### src/sv/skip_mask_run_finder_top_defines.svh
`ifndef SKIP_MASK_RUN_FINDER_TOP_DEFINES_SVH
`define SKIP_MASK_RUN_FINDER_TOP_DEFINES_SVH

// Checks that a condition implies another in the same cycle.
`define SMRF_ASSERT_IMP(label, ante, cons, msg) \
    label: assert property (@(posedge clk) disable iff (!rst_n) (ante) |-> (cons)) \
        else $error(msg);

// Checks that a condition implies another in the following cycle.
`define SMRF_ASSERT_NEXT(label, ante, cons, msg) \
    label: assert property (@(posedge clk) disable iff (!rst_n) (ante) |=> (cons)) \
        else $error(msg);

`endif

### src/sv/smrf_pkg.sv
`timescale 1ns / 1ps

package smrf_pkg;

    // Field widths of the words on the ports.
    localparam int BYTE_W       = 8;
    localparam int INDEX_W      = 8;
    localparam int RUN_START_W  = 11;
    localparam int RUN_LENGTH_W = 13;
    localparam int TOTAL_W      = 12;
    localparam int CFG_W        = 9;

    // Default store depth and reset value of the mask length register.
    localparam int MASK_BYTES_DEF = 256;
    localparam int CFG_RESET      = 256;

    // Operation codes.
    localparam logic OP_WRITE = 1'b0;
    localparam logic OP_QUERY = 1'b1;

    // Status codes.
    localparam logic STATUS_OK        = 1'b0;
    localparam logic STATUS_BAD_INDEX = 1'b1;

    // Controller states.
    typedef enum logic [2:0] {
        ST_CLEAR,
        ST_IDLE,
        ST_SCAN,
        ST_DRAIN,
        ST_DONE
    } state_t;

    // Control from the sequencer to the byte scan unit.
    typedef struct packed {
        logic clear;
        logic byte_valid;
    } scan_ctrl_t;

endpackage

### src/sv/smrf_mask_mem.sv
`timescale 1ns / 1ps

module smrf_mask_mem #(
    parameter int DEPTH = smrf_pkg::MASK_BYTES_DEF,
    parameter int AW    = 8
) (
    input  logic                      clk,
    input  logic                      we,
    input  logic [AW-1:0]             wr_addr,
    input  logic [smrf_pkg::BYTE_W-1:0] wr_data,
    input  logic                      rd_en,
    input  logic [AW-1:0]             rd_addr,
    output logic [smrf_pkg::BYTE_W-1:0] rd_data
);
    import smrf_pkg::*;

    logic [BYTE_W-1:0] mem [DEPTH];
    logic [BYTE_W-1:0] rd_data_reg;

    // Single write port.
    always_ff @(posedge clk)
    begin
        if (we)
        begin
            mem[wr_addr] <= wr_data;
        end
    end

    // Registered read port.
    always_ff @(posedge clk)
    begin
        if (rd_en)
        begin
            rd_data_reg <= mem[rd_addr];
        end
    end

    assign rd_data = rd_data_reg;

endmodule

### src/sv/smrf_scan_unit.sv
`timescale 1ns / 1ps

module smrf_scan_unit #(
    parameter int MASK_BYTES = smrf_pkg::MASK_BYTES_DEF
) (
    input  logic                                clk,
    input  logic                                rst_n,
    input  smrf_pkg::scan_ctrl_t                ctrl,
    input  logic [smrf_pkg::BYTE_W-1:0]         byte_data,
    input  logic [smrf_pkg::RUN_START_W-1:0]    run_start,
    output logic signed [smrf_pkg::RUN_LENGTH_W-1:0] run_length,
    output logic [smrf_pkg::TOTAL_W-1:0]        total_set_bits
);
    import smrf_pkg::*;

    localparam int IDX_W        = (MASK_BYTES > 1) ? $clog2(MASK_BYTES) : 1;
    localparam int START_BYTE_W = RUN_START_W - 3;
    localparam int CMP_W        = (IDX_W > START_BYTE_W) ? IDX_W : START_BYTE_W;

    logic [IDX_W-1:0]        byte_idx_reg, byte_idx_next;
    logic                    started_reg, started_next;
    logic                    active_reg, active_next;
    logic                    want_reg, want_next;
    logic [RUN_LENGTH_W-1:0] len_reg, len_next;
    logic [TOTAL_W-1:0]      total_reg, total_next;

    // One mask byte per cycle while byte_valid is set: eight bit steps, most significant bit first.
    always_comb
    begin
        logic                    st;
        logic                    ac;
        logic                    wt;
        logic                    b;
        logic                    hit;
        logic [RUN_LENGTH_W-1:0] ln;
        logic [3:0]              ones;
        st   = started_reg;
        ac   = active_reg;
        wt   = want_reg;
        ln   = len_reg;
        ones = '0;
        hit  = (CMP_W'(byte_idx_reg) == CMP_W'(run_start[RUN_START_W-1:3]));
        for (int k = 0; k < BYTE_W; k++)
        begin
            b    = byte_data[BYTE_W-1-k];
            ones = ones + 4'(b);
            if (!st && hit && (3'(k) == run_start[2:0]))
            begin
                st = 1'b1;
                ac = 1'b1;
                wt = b;
                ln = RUN_LENGTH_W'(1);
            end
            else if (st && ac)
            begin
                if (b == wt)
                begin
                    ln = ln + RUN_LENGTH_W'(1);
                end
                else
                begin
                    ac = 1'b0;
                end
            end
        end

        byte_idx_next = byte_idx_reg;
        started_next  = started_reg;
        active_next   = active_reg;
        want_next     = want_reg;
        len_next      = len_reg;
        total_next    = total_reg;
        if (ctrl.clear)
        begin
            byte_idx_next = '0;
            started_next  = 1'b0;
            active_next   = 1'b0;
            want_next     = 1'b0;
            len_next      = '0;
            total_next    = '0;
        end
        else if (ctrl.byte_valid)
        begin
            byte_idx_next = byte_idx_reg + IDX_W'(1);
            started_next  = st;
            active_next   = ac;
            want_next     = wt;
            len_next      = ln;
            total_next    = total_reg + TOTAL_W'(ones);
        end
    end

    // Scan state and accumulators.
    always_ff @(posedge clk or negedge rst_n)
    begin
        if (!rst_n)
        begin
            byte_idx_reg <= '0;
            started_reg  <= 1'b0;
            active_reg   <= 1'b0;
            want_reg     <= 1'b0;
            len_reg      <= '0;
            total_reg    <= '0;
        end
        else
        begin
            byte_idx_reg <= byte_idx_next;
            started_reg  <= started_next;
            active_reg   <= active_next;
            want_reg     <= want_next;
            len_reg      <= len_next;
            total_reg    <= total_next;
        end
    end

    // A run of zeros is reported negated.
    assign run_length     = want_reg ? $signed(len_reg) : $signed(RUN_LENGTH_W'(0) - len_reg);
    assign total_set_bits = total_reg;

endmodule

### src/sv/skip_mask_run_finder_top.sv
`timescale 1ns / 1ps

// Skip mask run finder. After reset the block sweeps the mask store to zero,
// one byte a cycle, so in_ready stays low until the sweep ends. A write word
// goes to the done state and its result is loaded into the output register
// once that register is free. A query word reads the used part of the store
// (the configured mask length saturated to MASK_BYTES) through the single
// read port, one byte a cycle, then passes the drain and done states; an
// empty mask skips the scan. One word is in work at a time; a finished
// result waits in the output register while the next word is accepted.
module skip_mask_run_finder_top #(
    parameter int MASK_BYTES = smrf_pkg::MASK_BYTES_DEF
) (
    input  logic                                clk,
    input  logic                                rst_n,
    input  logic                                in_valid,
    output logic                                in_ready,
    input  logic                                operation,
    input  logic [smrf_pkg::INDEX_W-1:0]        store_index,
    input  logic [smrf_pkg::BYTE_W-1:0]         mask_byte,
    input  logic [smrf_pkg::RUN_START_W-1:0]    run_start,
    output logic                                out_valid,
    input  logic                                out_ready,
    output logic signed [smrf_pkg::RUN_LENGTH_W-1:0] run_length,
    output logic [smrf_pkg::TOTAL_W-1:0]        total_set_bits,
    output logic                                status,
    input  logic                                cfg_valid,
    output logic                                cfg_ready,
    input  logic [smrf_pkg::CFG_W-1:0]          cfg_data
);
    import smrf_pkg::*;

`include "skip_mask_run_finder_top_defines.svh"

    localparam int AW         = (MASK_BYTES > 1) ? $clog2(MASK_BYTES) : 1;
    localparam int DEPTH_W    = $clog2(MASK_BYTES + 1);
    localparam int LEN_W      = (DEPTH_W > CFG_W) ? DEPTH_W : CFG_W;
    localparam int WIDE_W     = (AW > INDEX_W) ? AW : INDEX_W;
    localparam int RESET_USED = (CFG_RESET > MASK_BYTES) ? MASK_BYTES : CFG_RESET;

    state_t                   state_reg, state_next;
    logic [AW-1:0]            clr_addr_reg;
    logic [LEN_W-1:0]         used_reg;
    logic [LEN_W-1:0]         scan_addr_reg;
    logic [RUN_START_W-1:0]   start_reg;
    logic                     is_query_reg;
    logic                     pend_status_reg;
    logic                     rd_valid_reg;
    logic                     out_valid_reg;
    logic [RUN_LENGTH_W-1:0]  run_length_reg;
    logic [TOTAL_W-1:0]       total_reg;
    logic                     status_reg;

    logic                     accept;
    logic                     write_ok;
    logic                     clear_last;
    logic                     scan_last;
    logic [LEN_W-1:0]         cfg_ext;
    logic [WIDE_W-1:0]        idx_wide;
    logic                     mem_we;
    logic [AW-1:0]            mem_wr_addr;
    logic [BYTE_W-1:0]        mem_wr_data;
    logic                     mem_rd_en;
    logic [BYTE_W-1:0]        mem_rd_data;
    logic                     load_out;
    scan_ctrl_t               scan_ctrl;
    logic signed [RUN_LENGTH_W-1:0] scan_run;
    logic [TOTAL_W-1:0]       scan_total;

    assign accept     = in_valid && in_ready;
    assign write_ok   = (LEN_W'(store_index) < used_reg);
    assign clear_last = (clr_addr_reg == AW'(MASK_BYTES - 1));
    assign scan_last  = ((scan_addr_reg + LEN_W'(1)) == used_reg);
    assign cfg_ext    = LEN_W'(cfg_data);
    assign idx_wide   = WIDE_W'(store_index);
    assign cfg_ready  = 1'b1;

    // Next state.
    always_comb
    begin
        state_next = state_reg;
        unique case (state_reg)
            ST_CLEAR:
            begin
                if (clear_last)
                begin
                    state_next = ST_IDLE;
                end
            end
            ST_IDLE:
            begin
                if (accept)
                begin
                    if (operation == OP_QUERY && used_reg != '0)
                    begin
                        state_next = ST_SCAN;
                    end
                    else
                    begin
                        state_next = ST_DONE;
                    end
                end
            end
            ST_SCAN:
            begin
                if (scan_last)
                begin
                    state_next = ST_DRAIN;
                end
            end
            ST_DRAIN:
            begin
                state_next = ST_DONE;
            end
            ST_DONE:
            begin
                if (!out_valid_reg || out_ready)
                begin
                    state_next = ST_IDLE;
                end
            end
            default:
            begin
                state_next = ST_IDLE;
            end
        endcase
    end

    // Outputs of the sequencer.
    always_comb
    begin
        in_ready             = 1'b0;
        mem_we               = 1'b0;
        mem_wr_addr          = idx_wide[AW-1:0];
        mem_wr_data          = mask_byte;
        mem_rd_en            = 1'b0;
        load_out             = 1'b0;
        scan_ctrl.clear      = 1'b0;
        scan_ctrl.byte_valid = rd_valid_reg;
        unique case (state_reg)
            ST_CLEAR:
            begin
                mem_we      = 1'b1;
                mem_wr_addr = clr_addr_reg;
                mem_wr_data = '0;
            end
            ST_IDLE:
            begin
                in_ready        = 1'b1;
                mem_we          = accept && (operation == OP_WRITE) && write_ok;
                scan_ctrl.clear = accept;
            end
            ST_SCAN:
            begin
                mem_rd_en = 1'b1;
            end
            ST_DRAIN:
            begin
            end
            ST_DONE:
            begin
                load_out = !out_valid_reg || out_ready;
            end
            default:
            begin
            end
        endcase
    end

    // State, counters and configuration.
    always_ff @(posedge clk or negedge rst_n)
    begin
        if (!rst_n)
        begin
            state_reg     <= ST_CLEAR;
            clr_addr_reg  <= '0;
            scan_addr_reg <= '0;
            used_reg      <= LEN_W'(RESET_USED);
            rd_valid_reg  <= 1'b0;
        end
        else
        begin
            state_reg    <= state_next;
            rd_valid_reg <= mem_rd_en;
            if (state_reg == ST_CLEAR)
            begin
                clr_addr_reg <= clr_addr_reg + AW'(1);
            end
            if (accept)
            begin
                scan_addr_reg <= '0;
            end
            else if (mem_rd_en)
            begin
                scan_addr_reg <= scan_addr_reg + LEN_W'(1);
            end
            if (cfg_valid && cfg_ready)
            begin
                used_reg <= (cfg_ext > LEN_W'(MASK_BYTES)) ? LEN_W'(MASK_BYTES) : cfg_ext;
            end
        end
    end

    // Details of the word in work.
    always_ff @(posedge clk)
    begin
        if (accept)
        begin
            start_reg       <= run_start;
            is_query_reg    <= (operation == OP_QUERY);
            pend_status_reg <= (operation == OP_WRITE && !write_ok) ? STATUS_BAD_INDEX
                                                                     : STATUS_OK;
        end
    end

    // Output register.
    always_ff @(posedge clk or negedge rst_n)
    begin
        if (!rst_n)
        begin
            out_valid_reg <= 1'b0;
        end
        else if (load_out)
        begin
            out_valid_reg <= 1'b1;
        end
        else if (out_ready)
        begin
            out_valid_reg <= 1'b0;
        end
    end

    always_ff @(posedge clk)
    begin
        if (load_out)
        begin
            run_length_reg <= is_query_reg ? scan_run : '0;
            total_reg      <= is_query_reg ? scan_total : '0;
            status_reg     <= is_query_reg ? STATUS_OK : pend_status_reg;
        end
    end

    assign out_valid      = out_valid_reg;
    assign run_length     = $signed(run_length_reg);
    assign total_set_bits = total_reg;
    assign status         = status_reg;

    smrf_mask_mem #(
        .DEPTH (MASK_BYTES),
        .AW    (AW)
    ) u_mem (
        .clk     (clk),
        .we      (mem_we),
        .wr_addr (mem_wr_addr),
        .wr_data (mem_wr_data),
        .rd_en   (mem_rd_en),
        .rd_addr (scan_addr_reg[AW-1:0]),
        .rd_data (mem_rd_data)
    );

    smrf_scan_unit #(
        .MASK_BYTES (MASK_BYTES)
    ) u_scan (
        .clk            (clk),
        .rst_n          (rst_n),
        .ctrl           (scan_ctrl),
        .byte_data      (mem_rd_data),
        .run_start      (start_reg),
        .run_length     (scan_run),
        .total_set_bits (scan_total)
    );

    // Consistency checks.
    `SMRF_ASSERT_IMP(a_we_source, mem_we, (state_reg == ST_CLEAR) || (accept && operation == OP_WRITE), "store written outside clearing or a write word")
    `SMRF_ASSERT_NEXT(a_query_path, accept && operation == OP_QUERY, state_reg == ST_SCAN || state_reg == ST_DONE, "query word did not enter the scan")
    `SMRF_ASSERT_IMP(a_read_in_scan, rd_valid_reg, state_reg == ST_DRAIN || state_reg == ST_SCAN, "read data arrived outside a scan")
    `SMRF_ASSERT_IMP(a_bad_zero, out_valid_reg && status_reg == STATUS_BAD_INDEX, run_length_reg == '0 && total_reg == '0, "rejected write carries nonzero results")

endmodule

### config.mk
export PLATFORM = sky130hd
export DESIGN_NAME = skip_mask_run_finder_top
export DESIGN_NICKNAME = d
export VERILOG_FILES = /design/src/sv/smrf_pkg.sv /design/src/sv/smrf_mask_mem.sv /design/src/sv/smrf_scan_unit.sv /design/src/sv/skip_mask_run_finder_top.sv
export VERILOG_INCLUDE_DIRS = /design/src /design/src/sv
export SDC_FILE = /design/constraint.sdc
export NUM_CORES = 2
export LEC_CHECK = 0
export BUFFER_PORTS_ARGS = -buffer_cell sky130_fd_sc_hd__buf_2
export CAP_MARGIN = 20
export CORE_ASPECT_RATIO = 0.7
export CORE_MARGIN = 2
export CORE_UTILIZATION = 40
export CTS_CLUSTER_DIAMETER = 30
export DETAILED_ROUTE_END_ITERATION = 6
export GPL_TIMING_DRIVEN = 0
export PLACE_DENSITY_LB_ADDON = 0.2
export RECOVER_POWER = 25
export SLEW_MARGIN = 20
export SYNTH_ARGS = -nofsm -noshare
export SYNTH_HDL_FRONTEND = slang
export SYNTH_SLANG_ARGS = --single-unit
### constraint.sdc
create_clock -name clk -period 8.7 [get_ports clk]
set_input_delay 1.74 -clock clk [delete_from_list [all_inputs] [get_ports clk]]
set_output_delay 1.74 -clock clk [all_outputs]
set_load 0.02 [all_outputs]
# ---- Yosys cells after proc, flatten, opt, wreduce, memory -nomap -nowiden
# Memory sizes are Yosys's and may differ from the RTL's. A register that Yosys moved wholly into a read port is not among the register bits.
# Cells that the tools add are included.
dict set report classes {
  n_addsub 20
  magnitude_cmp 2
  eq_ne 26
  mux 98
  n_bitwise 1
  n_reduce_logical 47
}
# operator count
set ops {}
lappend ops {{2-to-1 mux 13 bit} 27}
lappend ops {{adder 13 x 1 -> 13 bit, second input constant} 8}
lappend ops {{2-to-1 mux 1 bit} 55}
lappend ops {{2-to-1 mux 8 bit} 4}
lappend ops {{logical AND 1 bit} 29}
lappend ops {{2-to-1 mux 9 bit} 3}
lappend ops {{adder 4 x 1 -> 4 bit} 6}
lappend ops {{2-to-1 mux 12 bit} 2}
lappend ops {{adder 8 x 1 -> 8 bit, second input constant} 2}
lappend ops {{2-to-1 mux 3 bit} 5}
lappend ops {{case mux 3 bit (5 select lines)} 1}
lappend ops {{subtractor 1 x 13 -> 13 bit, first input constant} 1}
lappend ops {{adder 12 x 4 -> 12 bit} 1}
lappend ops {{equality test 3 bit, first input constant} 4}
lappend ops {{zero test 1 bit} 10}
lappend ops {{adder 9 x 1 -> 9 bit, second input constant} 1}
lappend ops {{equality test 9 bit} 1}
lappend ops {{> comparator 9 bit, second input constant} 1}
lappend ops {{less-than comparator 8 x 9 -> 1 bit} 1}
lappend ops {{nonzero test 9 bit} 1}
lappend ops {{equality test 1 bit} 8}
lappend ops {{equality test 8 bit} 1}
lappend ops {{equality test 8 bit, second input constant} 1}
lappend ops {{inequality test 2 bit, second input constant} 4}
lappend ops {{other kinds (12)} 17}
dict set report totals {
  ff_bits 106
  ramBits 2048
  inputBits 42
  output_inout_bits 29
  word_cells 213
  mem_count 1
}
# memory depth word_bits rd rd_clocked_by_memory_dff wr line
set memory_table {}
lappend memory_table {u_mem.mem 256 8 1 1 1 smrf_mask_mem.sv:17} ;# logic [BYTE_W-1:0] mem [DEPTH];

# ---- Longest topological paths before layout
dict set report depth {
  word_depth 34
  mapped_depth 36
}

# ---- Modules after synthesis
# From an unflattened synthesis, not the netlist that was laid out.
dict set report unflattened {
  cells_unflattened 4899
  area_unflattened_um2 89498.3
}
# mod n_inst cells_per_inst area_each_um2 seq_area_each_um2
set modules_own_cells {}
lappend modules_own_cells {smrf_mask_mem 1 3733 79636.4 61739.2}
lappend modules_own_cells {smrf_scan_unit 1 880 6487.5 900.9}
lappend modules_own_cells {skip_mask_run_finder_top 1 286 3374.5 1948.1}

# ---- Worst setup path before layout
# OpenSTA, ideal clock, no wires.
dict set report synth_timing {
  path_type {flip-flop to flip-flop}
  start {register start_reg[1]}
  end {register u_scan.len_reg[11]}
  arrival_time_ns 6.950
  path_slack_ns 1.655
  stages_incl_launch_ff 36
  path_buffers 3
  synth_period_minus_slack_ns 7.045
  cell_sequence {edfxtp_1 > buf_2 > or2_1 > nor4_1 > and3_1 > clkbuf_1 > nor2_1 > ha_1 > nand2_1 > o31ai_1 > a21o_1 > ha_1 > inv_1 > a31oi_1 > nor2_1 > nor2_1 > ha_1 > nand2_1 > a31oi_1 > a221oi_1 > o22ai_1 > a32o_1 > ha_1 > o21ai_0 > or3_1 > buf_1 > or4_1 > and2_1 > a211o_1 > a211oi_4 > or4b_1 > a21boi_1 > o21bai_1 > or2_1 > o31a_1 > o31ai_1}
}
dict set report synth_via {
  elab_chain_cells 33
  elab_cells_between_ends 108
}
# item line
set synth_lines {}
lappend synth_lines {{start: declaration} skip_mask_run_finder_top.sv:45} ;# logic [RUN_START_W-1:0] start_reg;
lappend synth_lines {{start signal: assignment} skip_mask_run_finder_top.sv:209} ;# start_reg <= run_start;
lappend synth_lines {{zero test 3 bit} smrf_scan_unit.sv:47} ;# if (!st && hit && (3'(k) == run_start[2:0]))
lappend synth_lines {{logical AND 1 bit} smrf_scan_unit.sv:47}
lappend synth_lines {{2-to-1 mux 13 bit or 2-to-1 mux 1 bit (tied branches)} smrf_scan_unit.sv:47}
lappend synth_lines {{adder 13 x 1 -> 13 bit (tied with other cells)} smrf_scan_unit.sv:58} ;# ln = ln + RUN_LENGTH_W'(1);
lappend synth_lines {{2-to-1 mux 13 bit or logical AND 1 bit (tied branches)} {smrf_scan_unit.sv:56, smrf_scan_unit.sv:47}}
lappend synth_lines {{2-to-1 mux 13 bit or logical AND 1 bit (tied branches)} {smrf_scan_unit.sv:54, smrf_scan_unit.sv:47}}
lappend synth_lines {{2-to-1 mux 13 bit or 2-to-1 mux 1 bit (tied branches)} smrf_scan_unit.sv:47}
lappend synth_lines {{adder 13 x 1 -> 13 bit (tied with other cells)} smrf_scan_unit.sv:58}
lappend synth_lines {{[17 not listed]} --}
lappend synth_lines {{2-to-1 mux 13 bit or logical AND 1 bit (tied branches)} {smrf_scan_unit.sv:54, smrf_scan_unit.sv:47}}
lappend synth_lines {{2-to-1 mux 13 bit or 2-to-1 mux 1 bit (tied branches)} smrf_scan_unit.sv:47}
lappend synth_lines {{adder 13 x 1 -> 13 bit (tied with other cells)} smrf_scan_unit.sv:58}
lappend synth_lines {{2-to-1 mux 13 bit or logical AND 1 bit (tied branches)} {smrf_scan_unit.sv:56, smrf_scan_unit.sv:47}}
lappend synth_lines {{2-to-1 mux 13 bit or logical AND 1 bit (tied branches)} {smrf_scan_unit.sv:54, smrf_scan_unit.sv:47}}
lappend synth_lines {{2-to-1 mux 13 bit *} smrf_scan_unit.sv:47}
lappend synth_lines {{2-to-1 mux 13 bit *} smrf_scan_unit.sv:82} ;# else if (ctrl.byte_valid)
lappend synth_lines {{2-to-1 mux 13 bit *} smrf_scan_unit.sv:73} ;# if (ctrl.clear)
lappend synth_lines {{end signal: assignment} smrf_scan_unit.sv:111} ;# len_reg <= len_next;
lappend synth_lines {{end: declaration} smrf_scan_unit.sv:24} ;# logic [RUN_LENGTH_W-1:0] len_reg, len_next;
# Mark *: on every way between the ends. The rest lies on a longest branch, timed or not. The select of a mux whose other input is x is not followed.
# A chain may end at the register's enable or synchronous reset.

# ---- Worst setup path after layout
dict set report layout_timing {
  start {register start_reg[1]}
  end {register u_scan.len_reg[12]}
}
# Same word-level chain as after synthesis.

==> flow_summary.toml <==
[clock_tree]
cts_max_level = 5
clkTransAtPathRegs_ns = 0.05
cts_buffers = 354
root_buffer = "clkbuf_16"
clkLatencyLatePin_ns = 0.88
cts_tree = "built"
post-cts-setup-buffers = 0
clock-sinks = 2162
cts_buffer_depth = 4

[pwr]
power_frac_seq_pct = 34.8
pwr-share-comb_pct = 27.4
power_w = 0.03689
ir_drop_mv = 0.2252
powerDensity_nw_per_um2 = 342.5
p_leak_nw = 34.51
intPower_w = 0.02440
netSwitchingPower_w = 0.01249
p_sw_share_pct = 33.85
p_clk_share_pct = 37.8

[timing]
min_period_ns = 8.286
final.setup.tns_ns = 0
finalHoldViolCount = 0
finalSetupViolCount = 0
fin_crit_sh_pct = 95.24
skew_ns = 0.03787
max_freq_mhz = 120.7
tightest_slew_ns = 3.804
slew_violations = 1020
slew_headroom_pct = -153.6

[setup_path]
worstPathArrival_ns = 9.00
cpMaxStageDelayCell = "or4_1"
cp-start-kind = "register"
cp-end-kind = "register"
path_max_fanout = 10
worstSetupPathType = "register to register"
required_ns = 9.41
reg2reg_depth = 33
crit_path_max_incr_delay_ns = 0.56
timing.critical_path.mode_cell = "ha_1"
regToRegSetupSlack_ns = 0.41

[cells_and_area]
layout.nets = 5960
fillers = 18812
final_area_sq_um = 107700
fin_cells = 9200
largest_reg_flops = 2048
most-common-layout-cells = "edfxtp_1, mux2i_1, nor2_1, clkbuf_16, mux4_2"
final_common_cell = "edfxtp_1"
multi_input_area_sq_um = 24370
ff_latch_area_sq_um = 64590
drive_gt1_share_pct = 20.89
area_delta_synth_final_pct = 19.23

[synthesis]
synth_warnings = 0
synth-seq-cells = 2162
synth_seq_area_share_pct = 71.51
synth_edf_count = 2095
synthCells = 5398
avgSynthCellArea_sq_um = 16.73
async_flop_share_pct = 3.099
synth_cell_types = 100
ys_dominant_reg_cell = "edfxtp_1"
syn-cell-area_sq_um = 90320
synth_nets = 5471

[worst_hold_path]
min_path_cells = 1
hold_class = "register to register"

[detailed_routing]
dr_total_vias = 55767
wirelength_um = 300900
avgViaCountPerCell = 6.062
antenna_left = 0
first_pass_iters = 6
route.detailed.drc = 0
drt_iter0_markers = 9082
wl_per_cell_um = 32.71

[outcome]
status = "complete, but fails checks"
violations = "max-capacitance violations, max-slew violations"

[place]
placed_cells = 8545
gp_congestion = 0.9216
numPortBuffers = 68
place_area_sq_um = 96150
dp_hpwl_um = 210400

[floorplanning]
die_h_um = 401.6
fp-row-count = 145
dieArea_sq_um = 229700
start_util_pct = 40.34
boundaryPins = 71
fp.dieW_um = 572.0
core_sq_um = 223900

[global_routing]
grt_usage_pct = 25.84
grt_overflow = 0
grt_pass1_wl_um = 414200
grt_pass1_vias = 51833
grt_antenna_before_repair = 26
grt_max_degree = 77

[job]
maxCapViolCount = 24
==> power groups by stage <==
stage,sequential [W],clock (W),combinational (W)
after floorplan,0.0132,0,0.00501
after global placement,0.0137,0,0.00928
after detailed placement,0.0130,0,0.00991
after CTS,0.0128,0.0140,0.00994
after global routing,0.0129,0.0145,0.0104
final,0.0128,0.0139,0.0101
==> critical path: cells and delay by family, from the launching register on <==
family	cells	cell delay, ns
compound gates	11	2.03
xor+xnor	1	0.28
fa+ha+maj	4	1.16
buf+inv	2	0.32
flops	1	0.37
simple gates	15	3.97
==> cells by family (layout without fill, tap and decap cells) <==
kind of cell | Yosys count | after routing | synth area share [%]
DFF | 2162 | 2162 | 71.51
and+or+nand+nor | 970 | 970 | 5.139
AOI/OAI and AO/OA | 911 | 911 | 6.437
muxes | 824 | 824 | 13.59
buffers and inverters | 371 | 1152 | 1.581
xor gates and xnor gates | 128 | 128 | 1.266
adders and majority gates | 31 | 31 | 0.4710
other | 1 | 9 | 0.004152
==> final timing paths <==
check,start,to
setup reg to reg,start_reg[1],u_scan.len_reg[12]
hold reg to reg,scan_addr_reg[8],scan_addr_reg[8]
max in group asynchronous,rst_n,u_scan.total_set_bits[0]
hold / removal,scan_addr_reg[8],scan_addr_reg[8]
min in group asynchronous,rst_n,u_scan.len_reg[2]
setup / recovery,start_reg[1],u_scan.len_reg[12]
==> area by class of cell <==
cell class / count / share of cell area, %
plain buffers: 320 / 1.264
diodes: 8 / 0.01859
well taps: 3013 / 3.501
multi-input cells: 2865 / 22.63
flip-flops and latches: 2162 / 59.98
repair buffers: 135 / 1.462
clock buffers: 390 / 8.507
clock inverters: 258 / 2.468
inverters: 49 / 0.1708
==> synthesized netlist by cell type (17+ instances only) <==
library cell,count,area [sq um]
edfxtp_1,2095,62910
mux4_2,309,6959
nand2_1,268,1006
nor3_1,40,200.2
nor2_1,360,1351
o221ai_1,127,1112
o22ai_1,129,807.0
inv_1,47,176.4
xnor2_1,80,700.7
nand4_1,35,219.0
ha_1,26,325.3
mux2_2,127,1430
o21ai_0,182,910.9
mux2i_1,387,3874
nand3_1,48,240.2
clkbuf_1,227,852.1
xor2_1,45,394.1
nand3b_1,31,232.7
nor4_1,24,150.1
a21oi_1,291,1456
buf_1,76,285.3
a211oi_1,23,172.7
dfrtp_1,66,1652
or3_1,17,106.4
and3_1,20,125.1
and2_1,47,294.0
==> metrics by stage <==
step                      hold WS (ns)  util (%)  worst slack [ns]
after floorplan                 0.4660         -             1.655
final                           0.5177     48.10            0.4142
after detailed placement        0.5096     42.95            0.2232
after global placement          0.5004     42.18            -3.124
after global routing            0.5627     48.09          -0.01916
after CTS                       0.5204     48.23            0.1511
==> what timing repair did <==
action                                  CTS  global route
endpoints found under the setup margin    0             7
hold buffers                              0             0
gates resized for setup                   0            15
==> per-layer routing <==
layer | wire length, um | vias up | GRT usage, % | share of wire (%)
li1 | - | 22805 | - | -
met1 | 132400 | 28998 | 40.24 | 44
met2 | 121200 | 3415 | 34.29 | 40
met3 | 38290 | 535 | 8.061 | 13
met4 | 8916 | 14 | 7.233 | 3.0
met5 | 101 | - | 0 | 0.034
Power figures use the tool's default switching activity.
